$ cat config.mk
export PLATFORM = sky130hd
export DESIGN_NAME = brmb_ctrl
export DESIGN_NICKNAME = d
export VERILOG_FILES = /design/src/brmb_pkg.sv /design/src/brmb_ctrl.sv
export VERILOG_INCLUDE_DIRS = /design/src /design/src/src
export SDC_FILE = /design/constraint.sdc
export NUM_CORES = 1
export LEC_CHECK = 0
export ABC_AREA = 1
export BUFFER_PORTS_ARGS = -buffer_cell sky130_fd_sc_hd__buf_2
export CAP_MARGIN = 10
export CORE_AREA = 3 3 40 42
export CTS_CLUSTER_SIZE = 14
export DETAILED_ROUTE_END_ITERATION = 10
export DIE_AREA = 0 0 43 45
export PLACE_DENSITY = 0.43
export SYNTH_ARGS = -nofsm -noshare
export SYNTH_HDL_FRONTEND = slang
export SYNTH_SLANG_ARGS = --single-unit
$ cat constraint.sdc
create_clock -name clk -period 1.15 [get_ports clk]
set_input_delay 0.115 -clock clk [delete_from_list [all_inputs] [get_ports clk]]
set_output_delay 0.115 -clock clk [all_outputs]
set_load 0.005 [all_outputs]
$ cat src/assert_macros.svh
// Assertion helpers used by the RTL controller (brmb_ctrl).
// Both expect clk and rst_n in scope.
`ifndef ASSERT_MACROS_SVH
`define ASSERT_MACROS_SVH

// Same-cycle implication.
`define ASSERT_IMPL(label, ante, cons) \
    label: assert property (@(posedge clk) disable iff (!rst_n) (ante) |-> (cons)) \
        else $error("assertion failed");

// Next-cycle implication.
`define ASSERT_NEXT(label, ante, cons) \
    label: assert property (@(posedge clk) disable iff (!rst_n) (ante) |=> (cons)) \
        else $error("assertion failed");

`endif

$ cat src/brmb_pkg.sv
package brmb_pkg;

    localparam int WINDOW_BITS_DEF = 16;

    // One mark word covers one chunk, one bit per byte.
    localparam int CHUNK_BYTES = 32;
    localparam int CHUNK_SHIFT = 5;
    localparam int OFF_W       = CHUNK_SHIFT;
    localparam int TAKE_W      = CHUNK_SHIFT + 1;

    localparam int ADDR_W      = 16;
    localparam int COUNT_W     = 7;
    localparam int CMD_W       = 2;
    localparam int MAX_SPAN    = 64;

    localparam logic [CMD_W-1:0] CMD_MARK   = 2'd0;
    localparam logic [CMD_W-1:0] CMD_UNMARK = 2'd1;
    localparam logic [CMD_W-1:0] CMD_TEST   = 2'd2;
    localparam logic [CMD_W-1:0] CMD_NONE   = 2'd3;

    // Controller -> datapath
    typedef struct packed {
        logic start;     // load a new request
        logic clr_wr;    // clearing pass: zero one word
        logic rd;        // read the current chunk's word
        logic wr_chunk;  // modify/write or test the current chunk, advance
        logic load_res;  // move the result into the output register
    } ctl_t;

    // Datapath -> controller
    typedef struct packed {
        logic skip;        // request touches no word
        logic clr_last;    // clearing pass at the last word
        logic last_chunk;  // current chunk finishes the range
    } sts_t;

endpackage

$ cat src/brmb_ctrl.sv
module brmb_ctrl
    import brmb_pkg::*;
(
    input  logic clk,
    input  logic rst_n,
    input  logic in_valid,
    output logic in_stall,
    output logic out_valid,
    input  logic out_stall,
    input  sts_t sts,
    output ctl_t ctl
);

    `include "assert_macros.svh"

    localparam logic [2:0] ST_IDLE  = 3'd0;
    localparam logic [2:0] ST_CLEAR = 3'd1;
    localparam logic [2:0] ST_RD    = 3'd2;
    localparam logic [2:0] ST_WR    = 3'd3;
    localparam logic [2:0] ST_FIN   = 3'd4;

    logic [2:0] state_reg;
    logic [2:0] state_next;
    logic       out_valid_reg;
    logic       out_valid_next;
    logic       res_free;

    assign res_free = !out_valid_reg || !out_stall;

    always_comb
    begin
        state_next = state_reg;
        ctl        = '0;
        unique case (state_reg)
            ST_CLEAR:
            begin
                ctl.clr_wr = 1'b1;
                if (sts.clr_last)
                begin
                    state_next = ST_IDLE;
                end
            end
            ST_IDLE:
            begin
                if (in_valid)
                begin
                    ctl.start  = 1'b1;
                    state_next = sts.skip ? ST_FIN : ST_RD;
                end
            end
            ST_RD:
            begin
                ctl.rd     = 1'b1;
                state_next = ST_WR;
            end
            ST_WR:
            begin
                ctl.wr_chunk = 1'b1;
                state_next   = sts.last_chunk ? ST_FIN : ST_RD;
            end
            ST_FIN:
            begin
                if (res_free)
                begin
                    ctl.load_res = 1'b1;
                    state_next   = ST_IDLE;
                end
            end
            default:
            begin
                state_next = ST_IDLE;
            end
        endcase
    end

    always_comb
    begin
        out_valid_next = out_valid_reg;
        if (ctl.load_res)
        begin
            out_valid_next = 1'b1;
        end
        else if (!out_stall)
        begin
            out_valid_next = 1'b0;
        end
    end

    always_ff @(posedge clk or negedge rst_n)
    begin
        if (!rst_n)
        begin
            state_reg     <= ST_CLEAR;
            out_valid_reg <= 1'b0;
        end
        else
        begin
            state_reg     <= state_next;
            out_valid_reg <= out_valid_next;
        end
    end

    assign in_stall  = (state_reg != ST_IDLE);
    assign out_valid = out_valid_reg;

    `ASSERT_IMPL(a_no_accept_in_clear, state_reg == ST_CLEAR, in_stall)
    `ASSERT_IMPL(a_load_only_free, ctl.load_res, !(out_valid_reg && out_stall))
    `ASSERT_NEXT(a_last_to_fin, state_reg == ST_WR && sts.last_chunk, state_reg == ST_FIN)
    `ASSERT_NEXT(a_load_sets_valid, ctl.load_res, out_valid_reg)

endmodule

==> flow_summary.toml, run 1 <==
[cells_and_area]
finalNonFillerCells = 83
layout.nets = 76
largest_register_ffs = 3
layout-drive-gt1-share_pct = 72.1
final_area_um2 = 541
filler_cell_count = 148
multi_input_area_um2 = 165
antenna_cells_inserted = 0
area_used_by_sequential_logic_in_the_layout_um2 = 103
syn_to_final_growth_pct = 104
postLayoutCoreUtil_pct = 42.1

[floorplan]
fp.dieW_um = 43
fp.dieH_um = 45
top_level_ports = 14
initial_utilization_pct = 20.6
fp-row-count = 13
die-area_um2 = 1940
core_area_um2 = 1280

[cts]
cts.sink_count = 4
htree_levels = 1
cts.reportedPaths.clkPinSlew_ns = 0.04
tritoncts.num_buffers = 3
clk_root_buf = "sky130_fd_sc_hd__clkbuf_4"
ctsLongestPathBuffers = 2
worstSkewPairLatency_ns = 0.24
tritoncts = "done"

[critical_path]
cp_slowest_cell = "sky130_fd_sc_hd__dfstp_2"
timing.critical_path.required_ns = 1.03
worst-path-stages = 5
start_kind = "flop"
critical_path_arrival_ns = 1.18
path_delay_family = "flip-flops"
worstSetupPathType = "reg2out"
ff2ff_path_depth = 6
max_stage_delay_ns = 0.57
path_buf_inv = 2
cp_cell_sequence = "buf_6 -> nor2_4 -> nand2_2 -> nor2_1 -> buf_2"
timing.critical_path.fanout_max = 4
worst_setup_path_end_kind = "primary output"

[global_routing]
grt_pass1_vias = 323
track_usage_pct = 9.08
grt_first_pass_wirelength_um = 1230
largest_net_degree_at_the_start_of_global_routing = 7
antenna_found_initial = 0
grt_overflow_total = 0

[power_and_ir_drop]
total_leakage_power_nw = 0.294
powerDensity_nw_per_um2 = 2970
peakVddDrop_uv = 1100
finalPower_mw = 1.60

[sta]
fmaxAchievable_mhz = 772
fin_worst_skew_ns = 0.0119
setup_violations = 8
timing.final.hold_violations = 0
holdWs_ns = 0.0355
final_min_period_over_clock_period_pct = 113
worst_slew_margin_rel_pct = 86.4
worst_pin_slew_ns = 0.204
totalNegativeSetupSlack_ns = -0.839
timing.final.max_slew_violations = 0
rsz0062_at_grt = "true"
finalCriticalPeriod_ns = 1.30
final.setup.worst_slack_ns = -0.145

[placed_design]
placedCellCount = 65
place.gp.congestion = 0.721
placed_area_um2 = 349
port_buffers = 13
dp_hpwl_um = 500
dp_worst_setup_slack_ns = 0.0454

[synthesis]
synthesis.area_per_instance_um2 = 7.17
post_synth_inst_count = 37
netlist-cell-type-count = 17
seq_area_frac_synth_pct = 38.2
synthesis.yosys.warnings = 0
mappedNetlistNets = 44
synth.ff_latch_count = 4
post_synth_design_cell_area_um2 = 265

[status]
status = "complete, but fails checks"
failed_checks = "negative setup slack"

[drt]
wl_um = 840
drtIter0Drc = 3
dr_total_vias = 343
first_pass_iters = 2
ant_nets = 0
drt-wirelength-per-cell_um = 10.1
drc = 0
vias_per_cell = 4.13

[worst_hold_path]
min-delay-path-class = "in2reg"
hold_path_depth = 2

[job]
max_cap_violation_count = 0
## power by group
group | switching, mW | total [mW] | leakage (nW) | internal (mW)
clock network | 0.0676 | 0.198 | 0.0150 | 0.131
registers | 0.0858 | 0.306 | 0.0486 | 0.220
logic | 0.497 | 1.10 | 0.230 | 0.603
## worst reg2reg max path: stages, from the launching register on
cell and delay [ns]:
sky130_fd_sc_hd__dfstp_2 0.57, sky130_fd_sc_hd__buf_6 0.11, sky130_fd_sc_hd__nor2_4 0.04, sky130_fd_sc_hd__buf_4 0.13
sky130_fd_sc_hd__nand3_2 0.05, sky130_fd_sc_hd__nand3_2 0.09, sky130_fd_sc_hd__o21ai_1 0.16
## routing by layer
metal / global-route usage (%) / wire length, um / up-vias
li1: - / - / 177
met1: 9.66 / 342 / 154
met2: 14.4 / 446 / 12
met3: 3.59 / 51 / 0
met4: 7.23 / 0 / 0
met5: 0 / 0 / -
## cells in the mapped netlist, drive strengths merged
master / number / area share (%)
a21oi: 2 / 5.2
buf: 1 / 2.8
dfrtp: 3 / 28
dfstp: 1 / 9.9
inv: 8 / 11
nand2: 7 / 11
nand3: 4 / 7.5
nand4: 1 / 2.4
nor2: 6 / 11
nor3: 1 / 3.8
o21ai: 1 / 1.9
o22ai: 1 / 2.4
or2: 1 / 2.4
## path summary, 6_finish.rpt
path,startpoint,endpoint,slack [ns]
worst max register to register,state_reg[0],state_reg[2],-0.10
worst min register to register,out_valid,out_valid,0.50
worst min-delay path,sts[1],state_reg[0],0.04
min in group asynchronous,rst_n,out_valid,0.20
worst max-delay path,state_reg[0],ctl[4],-0.15
max in group asynchronous,rst_n,state_reg[0],0.73
## cells by family after synthesis
| kind of cell | synth area share, % |
|---|---|
| compound gates | 9.43 |
| buf+inv | 14.2 |
| flops | 38.2 |
| simple gates | 38.2 |
## cell type report
type	count	area share (%)
sequential	4	19.0
timing repair buffer	28	36.1
multi-input combinational	24	30.6
inverter	8	6.02
tap	15	3.47
clock buffer	4	4.86
## placed cells by master, fill, tap and decap left out
master	synthesis	routed
sky130_fd_sc_hd__buf_2	0	13
sky130_fd_sc_hd__buf_4	1	10
sky130_fd_sc_hd__nand2_1	6	4
sky130_fd_sc_hd__inv_1	7	4
sky130_fd_sc_hd__buf_6	0	4
sky130_fd_sc_hd__inv_2	1	3
sky130_fd_sc_hd__nand2_2	1	3
sky130_fd_sc_hd__nand3_2	0	3
sky130_fd_sc_hd__clkbuf_4	0	3
sky130_fd_sc_hd__nor2_4	1	2
sky130_fd_sc_hd__nor2_1	5	2
sky130_fd_sc_hd__nor2_2	0	2
sky130_fd_sc_hd__dfrtp_1	3	2
sky130_fd_sc_hd__inv_4	0	1
sky130_fd_sc_hd__nor3_2	1	1
sky130_fd_sc_hd__o22ai_2	0	1
sky130_fd_sc_hd__or2_0	1	1
sky130_fd_sc_hd__nand3_1	4	1
sky130_fd_sc_hd__a21oi_1	1	1
sky130_fd_sc_hd__a21oi_2	1	1
sky130_fd_sc_hd__nand4_1	1	1
sky130_fd_sc_hd__o21ai_1	1	1
sky130_fd_sc_hd__clkbuf_1	0	1
sky130_fd_sc_hd__dlygate4sd3_1	0	1
sky130_fd_sc_hd__dfstp_2	1	1
sky130_fd_sc_hd__dfrtp_2	0	1
## what timing repair did
item                                    in CTS  in global routing
hold buffers                                 1                  0
pin swaps                                    1                  4
endpoints found under the setup margin       6                  9
setup buffers                                9                  5
gates resized for setup                      2                 17
cloned                                       0                  0
hold endpoints to repair                     4                  0
(Power assumes the default switching activity.)
==> inputs of run 2 (changes only) <==
MAX_ROUTING_LAYER = met4   (was not set)
==> run 2 against run 1 <==
  * The flow still finishes with violations (negative setup slack)
  * First-iteration DRC count unchanged
  * Core utilization unchanged
  * Combinational power about the same
  * Global-route usage up 0.27 points
  * Design area unchanged
  * Clock skew unchanged
  * Critical path depth unchanged
  * Non-clock buffer count unchanged
  * Critical path type unchanged
  * Critical endpoint unchanged
  * Largest power group unchanged
  * Highest routed layer unchanged
==> flow_summary.toml, run 2 (synthesis gave the netlist of run 1 again) <==
[global_routing]
grt_overflow_total = 0
antenna_found_initial = 0
grt_pass1_vias = 322
track_usage_pct = 9.36
largest_net_degree_at_the_start_of_global_routing = 7
grt_first_pass_wirelength_um = 1230

[sta]
finalCriticalPeriod_ns = 1.30
rsz0062_at_grt = "true"
final.setup.worst_slack_ns = -0.145
final_min_period_over_clock_period_pct = 113
worst_pin_slew_ns = 0.204
worst_slew_margin_rel_pct = 86.4
fin_worst_skew_ns = 0.0119
setup_violations = 8
timing.final.hold_violations = 0
totalNegativeSetupSlack_ns = -0.839
timing.final.max_slew_violations = 0
holdWs_ns = 0.0355
fmaxAchievable_mhz = 772

[cells_and_area]
layout.nets = 76
syn_to_final_growth_pct = 104
layout-drive-gt1-share_pct = 72.1
largest_register_ffs = 3
layout_commonest_cell = "sky130_fd_sc_hd__buf_2"
postLayoutCoreUtil_pct = 42.1
layout_common_cells = "sky130_fd_sc_hd__buf_2 (13), sky130_fd_sc_hd__buf_4 (10), sky130_fd_sc_hd__nand2_1 (4), sky130_fd_sc_hd__inv_1 (4), sky130_fd_sc_hd__buf_6 (4)"
antenna_cells_inserted = 0
finalNonFillerCells = 83

[drt]
drtIter0Drc = 3
drt-wirelength-per-cell_um = 10.1
first_pass_iters = 2
wl_um = 840
ant_nets = 0
vias_per_cell = 4.11
drc = 0
dr_total_vias = 341

[cts]
clk_root_buf = "sky130_fd_sc_hd__clkbuf_4"
worstSkewPairLatency_ns = 0.24
tritoncts.num_buffers = 3
htree_levels = 1
ctsLongestPathBuffers = 2
cts.reportedPaths.clkPinSlew_ns = 0.04
cts.sink_count = 4
tritoncts = "done"

[critical_path]
start_kind = "flop"
timing.critical_path.fanout_max = 4
critical_path_arrival_ns = 1.18
path_delay_family = "flip-flops"
timing.critical_path.required_ns = 1.03
max_stage_delay_ns = 0.57
cp_cell_sequence = "buf_6 -> nor2_4 -> nand2_2 -> nor2_1 -> buf_2"
worstSetupPathType = "reg2out"
path_buf_inv = 2
cp_slowest_cell = "sky130_fd_sc_hd__dfstp_2"
worst_setup_path_end_kind = "primary output"

[floorplan]
initial_utilization_pct = 20.6
core_area_um2 = 1280
top_level_ports = 14
die-area_um2 = 1940
fp.dieW_um = 43
fp.dieH_um = 45
fp-row-count = 13

[power_and_ir_drop]
powerDensity_nw_per_um2 = 2970
finalPower_mw = 1.60
peakVddDrop_uv = 1100
total_leakage_power_nw = 0.294

[placed_design]
port_buffers = 13
dp_hpwl_um = 500
place.gp.congestion = 0.730
placedCellCount = 65

[status]
failed_checks = "negative setup slack"
status = "complete, but fails checks"

[worst_hold_path]
min-delay-path-class = "in2reg"

[job]
max_cap_violation_count = 0
-- run 2: cell counts in the layout (fill, tap and decap cells not counted) --
No cell type changed its count.
-- run 2: worst paths after layout --
check                              from      endpoint  slack [ns]  depth (start not counted)
max reg2reg                state_reg[0]  state_reg[2]       -0.10                          6
min in group asynchronous         rst_n     out_valid        0.20                          2
min reg2reg                   out_valid     out_valid        0.50                          2
max in group asynchronous         rst_n  state_reg[0]        0.73                          2
min                              sts[1]  state_reg[0]        0.04                          2
max                        state_reg[0]        ctl[4]       -0.15                          5
-- run 2: cell type report --
class                           instances  area (um^2)
Fill cell                             148          744
Timing Repair Buffer                   28          195
Multi-Input combinational cell         24          165
Sequential cell                         4          103
Inverter                                8         32.5
Clock buffer                            4         26.3
Tap cell                               15         18.8
-- run 2: layer usage --
metal  vias to the layer above  share of wire [%]  GRT usage, %
li1                        177                  -             -
met1                       154                 41          9.66
met2                        10                 53          14.4
met3                         0                5.8          3.59
met4                         0                  0          7.23
met5                         -                  0             -
-- run 2: metrics by stage --
stage	instance area [um^2]	setup slack (ns)
floorplan	265	0.126
global placement	349	0.0251
detailed placement	349	0.0454
CTS	457	-0.122
global route	541	-0.210
finish	541	-0.145
-- run 2: power by group --
part / switching, mW / total, mW / internal, mW
clock: 0.0676 / 0.198 / 0.131
sequential: 0.0858 / 0.306 / 0.220
combinational: 0.497 / 1.10 / 0.603
total: 0.650 / 1.60 / 0.954
-- run 2: timing repair --
item / CTS / global route
resized for setup: 2 / 17
pin swaps: 1 / 4
hold buffers: 1 / 0
setup buffers: 9 / 5
endpoints found under the hold margin: 4 / 0
endpoints found under the setup margin: 6 / 9
==> inputs of run 3 (changes only) <==
CELL_PAD_IN_SITES_DETAIL_PLACEMENT = 1   (was not set)
CELL_PAD_IN_SITES_GLOBAL_PLACEMENT = 2   (was not set)
CORE_AREA = not set   (was 3 3 40 42)
CORE_MARGIN = 3   (was not set)
CORE_UTILIZATION = 19   (was not set)
DIE_AREA = not set   (was 0 0 43 45)
PLACE_DENSITY = 0.69   (was 0.43)
==> run 3 against run 2 <==
  * The flow still finishes with violations (negative setup slack)
  * Die area decreased by 2.8%
  * Design area fell by 16%
  * Core utilization shrank 4.3 points
  * Count of clock-buffer cells in the layout is the same
  * Sequential share of layout area up 3.9 points
  * Via count is 8.8% lower
  * Sequential power up 11%
  * Cell count shrank 11%
  * Maximum frequency grew 3.6%
  * Critical path depth down 2
  * Non-clock buffer count shrank 8
  * Critical endpoint is now ctl[3]
  * Highest routed layer unchanged
==> flow_summary.toml, run 3 (synthesis gave the netlist of run 1 again) <==
[sta]
final_min_period_over_clock_period_pct = 109
rsz0062_at_grt = "true"
finalCriticalPeriod_ns = 1.25
worst_pin_slew_ns = 0.196
timing.final.hold_violations = 0
fmaxAchievable_mhz = 800
setup_violations = 7
final.setup.worst_slack_ns = -0.101
totalNegativeSetupSlack_ns = -0.405
holdWs_ns = 0.0670
fin_worst_skew_ns = 0.00828
worst_slew_margin_rel_pct = 86.9
timing.final.max_slew_violations = 0

[drt]
route.top_layer_used = "met3"
dr_wl_met2_um = 495
wl_um = 919
first_pass_iters = 1
vias_per_cell = 4.20
route.layer.met1.wl_um = 376
drtIter0Drc = 0
drt-wirelength-per-cell_um = 12.4
ant_nets = 0
drc = 0
dr_total_vias = 311
route.met3.wl_um = 48

[critical_path]
cp_slowest_cell = "sky130_fd_sc_hd__dfstp_2"
critical_path_arrival_ns = 1.14
worstReg2RegEnd = "state_reg[2]"
worst_r2r_startpoint = "state_reg[0]"
timing.critical_path.fanout_max = 3
ff2ff_path_depth = 5
cp_cell_sequence = "inv_2 -> nor3_4 -> buf_2"
worstSetupStartpoint = "state_reg[0]"
worstSetupPathType = "reg2out"
worst_setup_path_end_kind = "primary output"
timing.critical_path.required_ns = 1.03
path_buf_inv = 2
max_stage_delay_ns = 0.57
worst-path-stages = 3
path_delay_family = "flip-flops"
crit_path_end = "ctl[3]"
start_kind = "flop"
flop_to_flop_setup_slack_ns = -0.02

[cts]
tritoncts.num_buffers = 3
ctsLongestPathBuffers = 2
worstSkewPairLatency_ns = 0.24
cts.reportedPaths.clkPinSlew_ns = 0.04
cts.sink_count = 4
tritoncts = "done"
htree_levels = 1
clk_root_buf = "sky130_fd_sc_hd__clkbuf_4"

[status]
failed_checks = "negative setup slack"
status = "complete, but fails checks"

[placed_design]
dp_hpwl_um = 539
port_buffers = 13
place.gp.congestion = 0.690
placedCellCount = 63

[cells_and_area]
filler_cell_count = 164
postLayoutCoreUtil_pct = 37.8
finalNonFillerCells = 74
layout_common_cells = "sky130_fd_sc_hd__buf_2 (13), sky130_fd_sc_hd__nand2_1 (6), sky130_fd_sc_hd__buf_4 (6)"
antenna_cells_inserted = 0
layout_commonest_cell = "sky130_fd_sc_hd__buf_2"
syn_to_final_growth_pct = 71.2
largest_register_ffs = 3
layout.nets = 68
layout-drive-gt1-share_pct = 63.3

[global_routing]
grt_overflow_total = 0
largest_net_degree_at_the_start_of_global_routing = 7
antenna_found_initial = 0
grt_pass1_vias = 296
track_usage_pct = 8.65
grt_first_pass_wirelength_um = 1190

[worst_hold_path]
hold_path_depth = 2
min-delay-path-class = "in2reg"

[floorplan]
fp-row-count = 12
core_area_um2 = 1200
fp.dieW_um = 43.4
top_level_ports = 14
initial_utilization_pct = 22.1
fp.dieH_um = 43.4
die-area_um2 = 1880

[power_and_ir_drop]
powerDensity_nw_per_um2 = 2970
peakVddDrop_uv = 921
total_leakage_power_nw = 0.242

[job]
max_cap_violation_count = 0
## run 3: cell types whose count changed in the layout (fill, tap and decap cells not counted), moves of 2 or more
cell and delta:
sky130_fd_sc_hd__buf_6 -4, sky130_fd_sc_hd__nand2_1 +2, sky130_fd_sc_hd__buf_4 -4, sky130_fd_sc_hd__nand2_2 -2
## run 3: final cells by class
type	instances	area [um^2]	area share, %
clock buffer	4	26.3	5.79
inverter	8	30.0	6.61
multi-input combinational	24	156	34.4
sequential	4	104	22.9
tap	14	17.5	3.86
timing repair buffer	20	120	26.4
## run 3: worst min-delay path by stage
stage           start           end  slack [ns]
6_report       sts[1]  state_reg[0]        0.07
5_1_grt        sts[1]  state_reg[0]        0.08
3_5_place_dp    rst_n     out_valid       -0.07
3_3_place_gp    rst_n  state_reg[1]       -0.08
4_1_cts        sts[1]  state_reg[0]        0.03
2_1_floorplan   rst_n     out_valid       -0.18
## run 3: where the power goes
part / leakage, nW / internal [mW] / switching, mW
logic: 0.180 / 0.385 / 0.426
registers: 0.0472 / 0.224 / 0.117
clock network: 0.0150 / 0.131 / 0.0667
## run 3: metal layers
| layer | up-vias | track usage, % |
|---|---|---|
| met1 | 142 | 9.52 |
| met3 | 0 | 3.73 |
| met5 | - | - |
| met4 | 0 | 3.61 |
| met2 | 8 | 13.6 |
| li1 | 161 | - |
## run 3: timing repair
item                       4_1_cts  5_1_grt
resized for setup                7        5
setup buffers                    1        5
setup endpoints to repair        6        8
pin swaps                        1        4
hold endpoints to repair         4        0
hold buffers                     1        0
## run 3: stage by stage
step / cell area [um^2] / power [mW] / setup slack [ns]
floorplan: 265 / 0.672 / 0.126
global route: 454 / 1.46 / -0.145
CTS: 394 / 1.13 / -0.115
global placement: 340 / 0.865 / 0.0188
detailed placement: 340 / 0.848 / 0.0621
finish: 454 / 1.35 / -0.101
